## src/hdl/pdfa_pkg.sv

```systemverilog
package pdfa_pkg;

  // port field widths
  localparam int MODE_W  = 2;
  localparam int NODE_W  = 8;
  localparam int SYM_W   = 4;
  localparam int CNT_W   = 24;
  localparam int PROB_W  = 33;

  // probability 1.0 in unsigned Q1.32
  localparam logic [PROB_W-1:0] PROB_ONE = {1'b1, {(PROB_W-1){1'b0}}};

  // default sizes of the automaton tables
  localparam int NODE_COUNT_DEF    = 256;
  localparam int ALPHABET_SIZE_DEF = 16;
  localparam int COUNT_BITS_DEF    = 24;

  // item kinds
  typedef enum logic [MODE_W-1:0] {
    MODE_LOAD_NODE = 2'd0,
    MODE_LOAD_EDGE = 2'd1,
    MODE_SYMBOL    = 2'd2,
    MODE_END       = 2'd3
  } mode_t;

endpackage

```

## src/hdl/pdfa_scale_unit.sv

```systemverilog
module pdfa_scale_unit
  import pdfa_pkg::*;
#(
  parameter int COUNT_BITS = COUNT_BITS_DEF
) (
  input  logic                  clk,
  input  logic                  rst,
  input  logic                  start,
  input  logic [PROB_W-1:0]     prob_in,
  input  logic [COUNT_BITS-1:0] count_in,
  input  logic [COUNT_BITS-1:0] size_in,
  output logic                  done,
  output logic [PROB_W-1:0]     result
);

  localparam int PW     = PROB_W + COUNT_BITS;
  localparam int STEP_W = $clog2(PROB_W);

  typedef enum logic [2:0] {
    U_IDLE,
    U_MUL,
    U_CHK,
    U_DIV,
    U_FIN
  } ustate_t;

  ustate_t                   state;
  logic [PROB_W-1:0]         p_reg;
  logic [COUNT_BITS-1:0]     c_reg;
  logic [COUNT_BITS-1:0]     s_reg;
  logic [PW-1:0]             prod;
  logic [COUNT_BITS-1:0]     rem;
  logic [PROB_W-1:0]         dq;
  logic [STEP_W-1:0]         step;
  logic [32+COUNT_BITS-1:0]  mul_lo;
  logic [COUNT_BITS:0]       trial;
  logic [COUNT_BITS:0]       diff;
  logic                      ge;

  // low word product; a probability of exactly 1.0 is a plain shift
  assign mul_lo = p_reg[31:0] * c_reg;

  // one restoring division step
  assign trial = {rem, dq[PROB_W-1]};
  assign diff  = trial - {1'b0, s_reg};
  assign ge    = trial >= {1'b0, s_reg};

  always_ff @(posedge clk) begin
    if (rst) begin
      state <= U_IDLE;
      done  <= 1'b0;
    end else begin
      done <= 1'b0;
      unique case (state)
        U_IDLE: begin
          if (start) begin
            p_reg <= prob_in;
            c_reg <= count_in;
            s_reg <= size_in;
            state <= U_MUL;
          end
        end
        U_MUL: begin
          prod  <= p_reg[PROB_W-1] ? PW'({c_reg, 32'b0}) : PW'(mul_lo);
          state <= U_CHK;
        end
        U_CHK: begin
          // quotient of 2^33 or more saturates right away
          if (prod[PW-1:PROB_W] >= s_reg) begin
            result <= PROB_ONE;
            done   <= 1'b1;
            state  <= U_IDLE;
          end else begin
            rem   <= prod[PW-1:PROB_W];
            dq    <= prod[PROB_W-1:0];
            step  <= '0;
            state <= U_DIV;
          end
        end
        U_DIV: begin
          rem  <= ge ? diff[COUNT_BITS-1:0] : trial[COUNT_BITS-1:0];
          dq   <= {dq[PROB_W-2:0], ge};
          step <= step + 1'b1;
          if (step == STEP_W'(PROB_W - 1)) begin
            state <= U_FIN;
          end
        end
        U_FIN: begin
          // clamp at 1.0
          result <= (dq[PROB_W-1] && (|dq[PROB_W-2:0])) ? PROB_ONE : dq;
          done   <= 1'b1;
          state  <= U_IDLE;
        end
        default: state <= U_IDLE;
      endcase
    end
  end

endmodule

```

## config.mk

```make
export PLATFORM = sky130hd
export DESIGN_NAME = pdfa_scale_unit
export DESIGN_NICKNAME = d
export VERILOG_FILES = /design/src/hdl/pdfa_pkg.sv /design/src/hdl/pdfa_scale_unit.sv
export SDC_FILE = /design/constraint.sdc
export NUM_CORES = 2
export LEC_CHECK = 0
export BUFFER_PORTS_ARGS = -buffer_cell sky130_fd_sc_hd__buf_2
export CAP_MARGIN = 20
export CORE_MARGIN = 2
export CORE_UTILIZATION = 30
export CTS_CLUSTER_SIZE = 14
export DETAILED_ROUTE_END_ITERATION = 12
export SYNTH_ARGS = -nofsm -noshare
export SYNTH_HDL_FRONTEND = slang
export SYNTH_SLANG_ARGS = --single-unit
export TNS_END_PERCENT = 50
```

## constraint.sdc

```tcl
create_clock -name clk -period 14.04 [get_ports clk]
set_input_delay 2.808 -clock clk [delete_from_list [all_inputs] [get_ports clk]]
set_output_delay 2.808 -clock clk [all_outputs]
set_load 0.02 [all_outputs]
```

==> impl_metrics.toml <==
[critical_path]
cp.required_ps = 14370
crit_path_start = "p_reg[5]"
critical_path.slowest_cell = "sky130_fd_sc_hd__edfxtp_1"
r2r_end = "prod[50]"
cp-start-kind = "register"
timing.critical_path.mode_cell = "sky130_fd_sc_hd__fa_1"
worstSetupEndpointType = "register"
max_stage_delay_ps = 1100
regToRegSetupSlack_ps = 6410
cp_max_fo = 24
reg2reg_from = "p_reg[5]"
timing.critical_path.arrival_ps = 7960
worstSetupPathType = "register to register"
path_cells = "nand2_1 > fa_1 > inv_1 > fa_1 > inv_1 > fa_1 > inv_1 > fa_1 > fa_1 > fa_1 > inv_1 > fa_1 > inv_1 > ha_1 > a21oi_1 > o21bai_1 > a211oi_1 > o31a_1 > a31oi_1 > a32oi_1 > o21bai_1 > xnor2_1 > o21ai_0"
r2r_cells = 23

[drt]
drtPass1Iterations = 7
wl_met2_um = 45330
wl_per_cell_um = 18.67
totalWireLength_um = 98320
detail_route.iter0.violations = 1923
detailroute.wirelength.met3_um = 6420
vias_per_cell = 4.778
num_vias = 25160
drtAntennaViolNets = 0
route.top_layer_used = "met5"
routedLengthMet1_um = 44740
drc_errors = 0

[cells_and_area]
flow.area_growth_from_synthesis_pct = 9.488
num-nets-final = 4680
count_of_inserted_antenna_diode_cells = 0
largest_reg_flops = 56
layoutNonFillerInstCount = 5266
fillers = 12100
post_route_cells_drive_above_1_share = 0.06971
multi_input_combinational_cell_area_um2 = 25080
layout_commonest_cell = "sky130_fd_sc_hd__inv_1"
sequential_cell_area_in_the_final_layout_um2 = 7077
leading_cell_types_in_the_layout_fill_and_taps_excluded = "sky130_fd_sc_hd__inv_1, sky130_fd_sc_hd__fa_1, sky130_fd_sc_hd__nand2_1"
regMostFlops = "prod"

[clock_tree]
ctsResizeCount = 0
tritoncts = "done"
htreeDepth = 1
clkTransAtPathRegs_ps = 60
ctsRootBufferMaster = "sky130_fd_sc_hd__clkbuf_16"
cts_buffers = 30
holdBufCountCts = 0
cts_num_sinks = 237
post-cts-setup-buffer-count = 0
clockBufferDepth = 3
clkLatencyLatePin_ps = 650

[placement]
dp.cells = 5210
place.gp.congestion = 0.9143
io_buffers = 117
detailedPlacementHpwl_um = 71580

[yosys]
postSynthNetCount = 4653
yosysWarningCount = 0
post_synth_instance_area_um2 = 35590
synth.avg_cell_area_um2 = 9.675
synth-seq-area-share = 0.1988
post_synth_main_area_contributors = "sky130_fd_sc_hd__fa_1, sky130_fd_sc_hd__edfxtp_1, sky130_fd_sc_hd__ha_1"
synth_top_flop_cell = "sky130_fd_sc_hd__edfxtp_1"
synth_area_leader_cell = "sky130_fd_sc_hd__fa_1"
ys_seq_elements = 237
netlist_instances = 3679
synth.top_cell.area_share = 0.3707
synth-edff-count = 233
synth.distinct_cells = 75
proportion_of_synthesized_flip_flops_having_asynchronous_set_or_reset = 0

[floorplanning]
ios = 118
die_h_um = 348.4
core_area_um2 = 117900
row_count = 126
width_of_the_die_um = 348.4
start_util = 0.3018
fp.dieArea_um2 = 121400

[worst_hold_path]
startpoint_of_the_tightest_hold_check_path = "prod[2]"
worstHoldEndpoint = "dq[2]"
hold_path_class = "register to register"
min_path_cells = 2

[run_status]
run_status = "complete, no violations"

[grt]
first_global_vias = 26770
combined_global_route_utilization_of_all_metal_layers = 0.1653
grt_antenna_before_repair = 5
grt_remaining_overflow = 0
grt_max_degree = 84
grt_pass1_wl_um = 156700

[sta]
rsz0062_at_grt = "no"
fmax_mhz = 131.0
clock_skew_ps = 41.45
finalWorstPathRequiredPeriod_ps = 7633
number_of_failing_setup_endpoints_in_the_final_timing_report = 0
totalNegativeSetupSlack_ps = 0
final.period_utilization = 0.5437
finalHoldViolations = 0
max_slew.worst_pin.slew_ps = 1142
timing_max_transition_violations_final = 0
slew_headroom = 0.2384
whs_ps = 499.1

[flow_run]
drv_cap = 0
==> per-stage QoR <==
step | utilization | worst slack (ps) | area [µm²]
3_5_place_dp | 0.3212 | 6531 | 37880
4_1_cts | 0.3305 | 6462 | 38970
6_report | 0.3305 | 6407 | 38970
5_1_grt | 0.3305 | 6111 | 38970
3_3_place_gp | 0.3212 | 6656 | 37880
2_1_floorplan | - | 1550 | 35590
==> worst max path at each step <==
stage               end  cells past startpoint
6_report       prod[50]                     23
5_1_grt        prod[50]                     23
4_1_cts        prod[50]                     23
3_5_place_dp   prod[44]                     23
3_3_place_gp   prod[52]                     23
2_1_floorplan  state[0]                      4
==> logic make-up (layout without fill, tap and decap cells) <==
group	after synthesis	after routing	share of synthesized area
xor gates and xnor gates	65	65	0.01599
muxes	19	19	0.005378
adders and majority gates	890	890	0.4519
and+or+nand+nor	1215	1215	0.1677
buffers and inverters	917	968	0.09734
DFF	237	237	0.1988
AOI/OAI and AO/OA	336	336	0.06289
==> final cells by class <==
type | count | area share
Multi-Input combinational cell | 2525 | 0.6435
Timing Repair Buffer | 178 | 0.02678
Inverter | 734 | 0.07070
Clock buffer | 32 | 0.01946
Tap cell | 1536 | 0.04932
Sequential cell | 237 | 0.1816
Clock inverter | 24 | 0.008637
==> Yosys cell counts, types with 27 or more instances <==
cell	n
sky130_fd_sc_hd__inv_1	734
sky130_fd_sc_hd__ha_1	231
sky130_fd_sc_hd__o21ai_0	54
sky130_fd_sc_hd__nor3_1	27
sky130_fd_sc_hd__clkbuf_1	175
sky130_fd_sc_hd__xnor2_1	37
sky130_fd_sc_hd__nor2_1	89
sky130_fd_sc_hd__and2_1	424
sky130_fd_sc_hd__nand2_1	565
sky130_fd_sc_hd__a21oi_1	87
sky130_fd_sc_hd__a21o_1	47
sky130_fd_sc_hd__edfxtp_1	233
sky130_fd_sc_hd__xor2_1	28
sky130_fd_sc_hd__fa_1	659
==> worst max-delay path: cells and delay by family, from the launching register on <==
family                   cells  cell delay, ps
adder cells (fa/ha/maj)      8            3820
AO/OA/AOI/OAI                8            1840
flip-flops                   1            1100
buffers and inverters        5             250
AND/OR/NAND/NOR              1             150
XOR/XNOR                     1             130
==> routing by layer <==
metal | GRT usage | up-vias
met3 | 0.02467 | 108
met4 | 0.03035 | 4
met1 | 0.2338 | 12940
met5 | 0 | -
li1 | - | 11310
met2 | 0.2703 | 799
Power is left out: the tool's default activity adds up to more than one toggle a clock period on the data nets, which glitch-free logic cannot reach.
